<file path="src/design/bol_pkg.sv">
// Shared types and codes for the bounded ordered list.
package bol_pkg;

    // Width of one stored value
    localparam int DATA_W = 32;

    typedef logic signed [DATA_W-1:0] data_t;

    // Operation codes
    typedef logic [1:0] op_t;
    localparam op_t OP_APPEND = 2'd0;
    localparam op_t OP_SEARCH = 2'd1;
    localparam op_t OP_DELETE = 2'd2;

    // Result status codes
    typedef logic [1:0] status_t;
    localparam status_t ST_OK        = 2'd0;
    localparam status_t ST_NOT_FOUND = 2'd1;
    localparam status_t ST_RANGE     = 2'd2;
    localparam status_t ST_FULL      = 2'd3;

    // Sequencer states
    typedef enum logic [1:0] {
        S_IDLE,
        S_SEARCH,
        S_SHIFT,
        S_DONE
    } state_t;

endpackage

</file>
<file path="src/design/bol_store.sv">
// Entry memory: one write port and one registered read port.
module bol_store #(
    parameter int DEPTH = 16
) (
    input  logic                      clk,
    input  logic                      we,
    input  logic [$clog2(DEPTH)-1:0]  waddr,
    input  bol_pkg::data_t            wdata,
    input  logic [$clog2(DEPTH)-1:0]  raddr,
    output bol_pkg::data_t            rdata
);
    import bol_pkg::*;

    data_t mem [DEPTH];
    data_t rdata_reg;

    // Write one entry
    always_ff @(posedge clk)
    begin
        if (we)
        begin
            mem[waddr] <= wdata;
        end
    end

    // Register the read data
    always_ff @(posedge clk)
    begin
        rdata_reg <= mem[raddr];
    end

    assign rdata = rdata_reg;

endmodule

</file>
<file path="src/design/bounded_ordered_list.sv">
// Top level of the bounded ordered list: sequencer, walk counter and output register.
//
// Usage:
//   The request channel (req_valid / req_stall) carries op, item_value and
//   target_position. An item is taken at a clock edge with req_valid high and
//   req_stall low. The response channel (rsp_valid / rsp_stall) returns one
//   item per request: found_position, status and length_after.
//   Each result is loaded into the output register as the sequencer returns
//   to idle. Append writes at the tail. Search reads one stored entry per
//   cycle through the single memory read port and one comparator. Delete
//   moves entries down one slot per cycle through the same port. Out-of-range
//   deletes and unused op codes go straight to the result. Only one item is
//   in the block at a time, so req_stall is high from acceptance until the
//   result is loaded into the output register. If the receiver stalls, the
//   result holds in the output register and the sequencer waits in its final
//   state before taking more. Reset empties the list and clears both valid
//   flags; entry contents are not cleared and are never read before written.
module bounded_ordered_list #(
    parameter int CAPACITY = 16
) (
    input  logic                                clk,
    input  logic                                rst_n,
    input  logic                                req_valid,
    output logic                                req_stall,
    input  bol_pkg::op_t                        op,
    input  bol_pkg::data_t                      item_value,
    input  logic [$clog2(CAPACITY+1)-1:0]       target_position,
    output logic                                rsp_valid,
    input  logic                                rsp_stall,
    output logic [$clog2(CAPACITY+1)-1:0]       found_position,
    output bol_pkg::status_t                    status,
    output logic [$clog2(CAPACITY+1)-1:0]       length_after
);
    import bol_pkg::*;

    localparam int POS_W = $clog2(CAPACITY + 1);
    localparam int AW    = $clog2(CAPACITY);
    localparam logic [POS_W-1:0] CAP_POS = POS_W'(CAPACITY);
    localparam logic [POS_W-1:0] ONE_POS = POS_W'(1);

    state_t              state_reg, state_next;
    logic [POS_W-1:0]    count_reg, count_next;
    logic [POS_W-1:0]    idx_reg, idx_next;
    logic                pend_valid_reg, pend_valid_next;
    logic [POS_W-1:0]    pend_idx_reg, pend_idx_next;
    data_t               key_reg, key_next;
    logic [POS_W-1:0]    res_found_reg, res_found_next;
    status_t             res_status_reg, res_status_next;
    logic                out_valid_reg, out_valid_next;
    logic [POS_W-1:0]    out_found_reg, out_found_next;
    status_t             out_status_reg, out_status_next;
    logic [POS_W-1:0]    out_len_reg, out_len_next;

    logic                mem_we;
    logic [AW-1:0]       mem_waddr;
    data_t               mem_wdata;
    logic [AW-1:0]       mem_raddr;
    data_t               mem_rdata;
    logic [POS_W-1:0]    pend_prev;

    assign pend_prev = pend_idx_reg - ONE_POS;

    bol_store #(
        .DEPTH (CAPACITY)
    ) u_store (
        .clk   (clk),
        .we    (mem_we),
        .waddr (mem_waddr),
        .wdata (mem_wdata),
        .raddr (mem_raddr),
        .rdata (mem_rdata)
    );

    // Hold control state
    always_ff @(posedge clk or negedge rst_n)
    begin
        if (!rst_n)
        begin
            state_reg      <= S_IDLE;
            count_reg      <= '0;
            pend_valid_reg <= 1'b0;
            out_valid_reg  <= 1'b0;
        end
        else
        begin
            state_reg      <= state_next;
            count_reg      <= count_next;
            pend_valid_reg <= pend_valid_next;
            out_valid_reg  <= out_valid_next;
        end
    end

    // Hold walk and result payload
    always_ff @(posedge clk)
    begin
        idx_reg        <= idx_next;
        pend_idx_reg   <= pend_idx_next;
        key_reg        <= key_next;
        res_found_reg  <= res_found_next;
        res_status_reg <= res_status_next;
        out_found_reg  <= out_found_next;
        out_status_reg <= out_status_next;
        out_len_reg    <= out_len_next;
    end

    // Sequence each operation
    always_comb
    begin
        state_next      = state_reg;
        count_next      = count_reg;
        idx_next        = idx_reg;
        pend_valid_next = pend_valid_reg;
        pend_idx_next   = pend_idx_reg;
        key_next        = key_reg;
        res_found_next  = res_found_reg;
        res_status_next = res_status_reg;
        out_valid_next  = out_valid_reg && rsp_stall;
        out_found_next  = out_found_reg;
        out_status_next = out_status_reg;
        out_len_next    = out_len_reg;
        mem_we          = 1'b0;
        mem_waddr       = count_reg[AW-1:0];
        mem_wdata       = item_value;
        mem_raddr       = idx_reg[AW-1:0];

        case (state_reg)
            S_IDLE:
            begin
                if (req_valid)
                begin
                    res_found_next = '0;
                    case (op)
                        OP_APPEND:
                        begin
                            if (count_reg == CAP_POS)
                            begin
                                res_status_next = ST_FULL;
                            end
                            else
                            begin
                                mem_we          = 1'b1;
                                count_next      = count_reg + ONE_POS;
                                res_status_next = ST_OK;
                            end
                            state_next = S_DONE;
                        end
                        OP_SEARCH:
                        begin
                            key_next        = item_value;
                            idx_next        = '0;
                            pend_valid_next = 1'b0;
                            state_next      = S_SEARCH;
                        end
                        OP_DELETE:
                        begin
                            if (target_position == '0 || target_position > count_reg)
                            begin
                                res_status_next = ST_RANGE;
                                state_next      = S_DONE;
                            end
                            else
                            begin
                                idx_next        = target_position;
                                pend_valid_next = 1'b0;
                                state_next      = S_SHIFT;
                            end
                        end
                        default:
                        begin
                            res_status_next = ST_OK;
                            state_next      = S_DONE;
                        end
                    endcase
                end
            end

            S_SEARCH:
            begin
                // compare last read entry, issue the next read
                if (pend_valid_reg && mem_rdata == key_reg)
                begin
                    res_found_next  = pend_idx_reg + ONE_POS;
                    res_status_next = ST_OK;
                    pend_valid_next = 1'b0;
                    state_next      = S_DONE;
                end
                else if (idx_reg == count_reg)
                begin
                    res_found_next  = '0;
                    res_status_next = ST_NOT_FOUND;
                    pend_valid_next = 1'b0;
                    state_next      = S_DONE;
                end
                else
                begin
                    pend_valid_next = 1'b1;
                    pend_idx_next   = idx_reg;
                    idx_next        = idx_reg + ONE_POS;
                end
            end

            S_SHIFT:
            begin
                // move last read entry down one slot
                if (pend_valid_reg)
                begin
                    mem_we    = 1'b1;
                    mem_waddr = pend_prev[AW-1:0];
                    mem_wdata = mem_rdata;
                end
                if (idx_reg == count_reg)
                begin
                    count_next      = count_reg - ONE_POS;
                    res_found_next  = '0;
                    res_status_next = ST_OK;
                    pend_valid_next = 1'b0;
                    state_next      = S_DONE;
                end
                else
                begin
                    pend_valid_next = 1'b1;
                    pend_idx_next   = idx_reg;
                    idx_next        = idx_reg + ONE_POS;
                end
            end

            S_DONE:
            begin
                // load the output register once it is free
                if (!out_valid_reg || !rsp_stall)
                begin
                    out_valid_next  = 1'b1;
                    out_found_next  = res_found_reg;
                    out_status_next = res_status_reg;
                    out_len_next    = count_reg;
                    state_next      = S_IDLE;
                end
            end

            default:
            begin
                state_next = S_IDLE;
            end
        endcase
    end

    assign req_stall      = (state_reg != S_IDLE);
    assign rsp_valid      = out_valid_reg;
    assign found_position = out_found_reg;
    assign status         = out_status_reg;
    assign length_after   = out_len_reg;

endmodule

</file>
<file path="config.mk">
export PLATFORM = sky130hd
export DESIGN_NAME = bounded_ordered_list
export DESIGN_NICKNAME = d
export VERILOG_FILES = /design/src/design/bol_pkg.sv /design/src/design/bol_store.sv /design/src/design/bounded_ordered_list.sv
export SDC_FILE = /design/constraint.sdc
export NUM_CORES = 1
export LEC_CHECK = 0
export BUFFER_PORTS_ARGS = -buffer_cell sky130_fd_sc_hd__buf_2
export CORE_UTILIZATION = 48
export DETAILED_ROUTE_END_ITERATION = 8
export PLACE_DENSITY = 0.7
export SLEW_MARGIN = 20
export SYNTH_ARGS = -nofsm -noshare
export SYNTH_HDL_FRONTEND = slang
export SYNTH_HIERARCHICAL = 1
export SYNTH_SLANG_ARGS = --single-unit
</file>
<file path="constraint.sdc">
create_clock -name clk -period 11.8 [get_ports clk]
set_clock_uncertainty 0.2 [all_clocks]
set_input_delay 1.18 -clock clk [delete_from_list [all_inputs] [get_ports clk]]
set_output_delay 1.18 -clock clk [all_outputs]
set_load 0.01 [all_outputs]
</file>
==> out/metrics.cfg <==
[floorplanning]
dieArea_um2 = 50240
fp.dieH_um = 224.1
die_w_um = 224.1
io_pins = 57
core_um2 = 48850
rows = 81
start_util_pct = 48.49

[yosys]
synth_nets = 1208
synth_top_area_share_pct = 72.64
synth_edf_count = 573
ys_ff_latch = 614
netlist_top_cells_area = edfxtp_1, mux4_2, dfxtp_1
synth_flop_cell = edfxtp_1
post-synth-top-count-cell = edfxtp_1
ys_types = 47
avgSynthCellArea_um2 = 20.69
synth_largest_area_cell = edfxtp_1
yosys-top-cells-count = edfxtp_1, mux4_2, a22oi_1
ys_async_sr_fraction_pct = 1.466
ys.warnings.count = 6
synth_cells = 1145
synth_area_um2 = 23690
yosysSeqAreaShare_pct = 76.29

[clock_network]
ctsResizeCount = 0
clkSinkCount = 614
h-tree-depth = 2
cts_setup_buffers = 0
cts_root_buf = clkbuf_16
cts_tree = yes
cts_buffers = 59
cts_max_path_buffers = 3
hold_buffers = 0
clk_pin_slew_ns = 0.06
worstSkewPairLatency_ns = 0.62

[setup_path]
critPathMaxFanout = 41
setup.worst_path.start = state_reg[0]$_DFFE_PN0P_
crit_arrival_ns = 4.28
critPathMaxStageDelay_ns = 0.99
required_ns = 11.82
path_cells = inv_1 -> ha_1 -> nand2_2 -> buf_4 -> o21ai_0 -> nand2_1 -> nor2_4
crit_type = flop to flop
rr_startpoint = state_reg[0]$_DFFE_PN0P_
start_kind = flop
cp-end-kind = flop
critPathSlowestCell = nor2_4

[place]
place_hpwl_mm = 33.17
numPortBuffers = 56
post-place-cells = 1829
gp_congestion = 0.8136

[timing]
max_slew_margin_pct = 22.84
rsz0062_at_grt = false
setup_tns_ns = 0
finalWorstPathRequiredPeriod_ns = 4.267
drv_slew = 0
fin_crit_sh_pct = 36.16
fmax_mhz = 234.4
tightest_slew_ns = 1.157
hold_viol_final = 0
setup_violations = 0

[global_routing]
grt_pass1_vias = 11797
overflow = 0
antenna_found_initial = 1
grt_start_max_net_pins = 70
grt_usage_pct = 21.85
grt_pass1_wl_mm = 78.55

[power]
power.density_nw_per_um2 = 239.8
ir_worst_vdd_mv = 0.1169
p_leak_nw = 8.770

[final_layout]
area_growth_pct = 13.65
largest_reg_flops = 512
fin_cells = 1947
num_antenna_cells = 0
utilization_pct = 55.11
drive_above_1_share_pct = 27.44
num-nets-final = 1295

[run]
maxCapViolations = 0

[outcome]
status = finished, final reports clean

[drt]
drc = 0
num_vias = 11521
final_antenna_net_count = 0
first_pass_iters = 8
post_drt_wl_per_cell_um = 27.43
viasPerCell = 5.917
wl_mm = 53.40
drtIter0Drc = 1089

[min_path]
hold_class = input port to asynchronous set/reset pin

## report_power, final
part / internal, mW / switching (mW)
clock: 1.06 / 0.787
combinational: 0.714 / 1.07
sequential: 2.69 / 0.131
total: 4.47 / 1.99
## critical path, delay by kind of cell, from the launching register on
family                   cells  cell delay (ns)
AO/OA/AOI/OAI                1             0.86
adder cells (fa/ha/maj)      1             0.39
buffers and inverters        2             0.43
flip-flops                   1             0.41
AND/OR/NAND/NOR              3             1.52
## through the flow
stage                     hold WS (ns)  setup WS [ns]  total power [mW]  cell area (µm²)
final                           0.2264          7.533             6.456            26920
after global routing            0.2181          7.260             6.724            26920
after CTS                       0.2080          7.523             6.470            26760
after detailed placement        0.2118          7.540             4.626            24870
after global placement          0.2010          7.628             4.589            24790
after floorplan                 0.2003          6.733             4.029            23690
## routing by layer
layer	part of all wire, %	track usage, %	up-vias
li1	-	-	4879
met1	42	31.01	6122
met2	48	33.84	455
met3	8.6	5.679	65
met4	2.0	5.656	0
met5	0	0	-
## path summary, 6_finish.rpt
path / endpoint / slack [ns] / cells past startpoint
max in group asynchronous: count_reg[0]$_DFFE_PN0P_ / 10.98 / 1
setup / recovery: u_store/mem[3][28]$_DFFE_PP_ / 7.53 / 7
min in group clk: status[0]$_DFFE_PP_ / 0.23 / 0
setup reg to reg: u_store/mem[3][28]$_DFFE_PP_ / 7.53 / 7
hold / removal: count_reg[4]$_DFFE_PN0P_ / 0.23 / 1
hold reg to reg: status[0]$_DFFE_PP_ / 0.23 / 0
## cell type report
| cell class | count | area [µm²] |
|---|---|---|
| fill | 3706 | 21930 |
| sequential | 614 | 18070 |
| multi-input combinational | 460 | 5451 |
| clock buffer | 79 | 1562 |
| tap | 664 | 830.8 |
| timing repair buffer | 76 | 595.6 |
| clock inverter | 33 | 330.3 |
| inverter | 21 | 78.83 |
## layout by cell type, fill, tap and decap left out, types with 3 or more instances in the layout
cell type,instances
clkinv_1,8
a22oi_1,64
o2bb2ai_1,4
buf_16,7
a21oi_1,12
clkinv_2,11
nor2_1,7
nand3b_1,3
a22o_1,6
mux2_2,33
buf_4,11
dfxtp_1,32
nand3_1,10
nor3_1,5
ha_1,19
xnor2_1,9
mux4_2,128
nand2_1,50
buf_2,56
inv_6,4
dfrtp_1,9
a21o_1,4
bufinv_16,6
inv_1,21
o21ai_0,12
clkbuf_16,59
edfxtp_1,573
nor4_1,7
clkbuf_1,19
xor2_1,39
clkinvlp_4,4
nor3_2,4
nand2b_1,3
nor2_4,13
## cells by family after synthesis
| kind of cell | after synthesis | share of synthesized area (%) |
|---|---|---|
| flip-flops | 614 | 76.29 |
| multiplexers | 162 | 13.78 |
| XOR/XNOR | 48 | 1.775 |
| AO/OA/AOI/OAI | 113 | 3.396 |
| AND/OR/NAND/NOR | 117 | 2.361 |
| buffers and inverters | 71 | 1.305 |
| adder cells (fa/ha/maj) | 20 | 1.088 |
(Power assumes the default switching activity.)
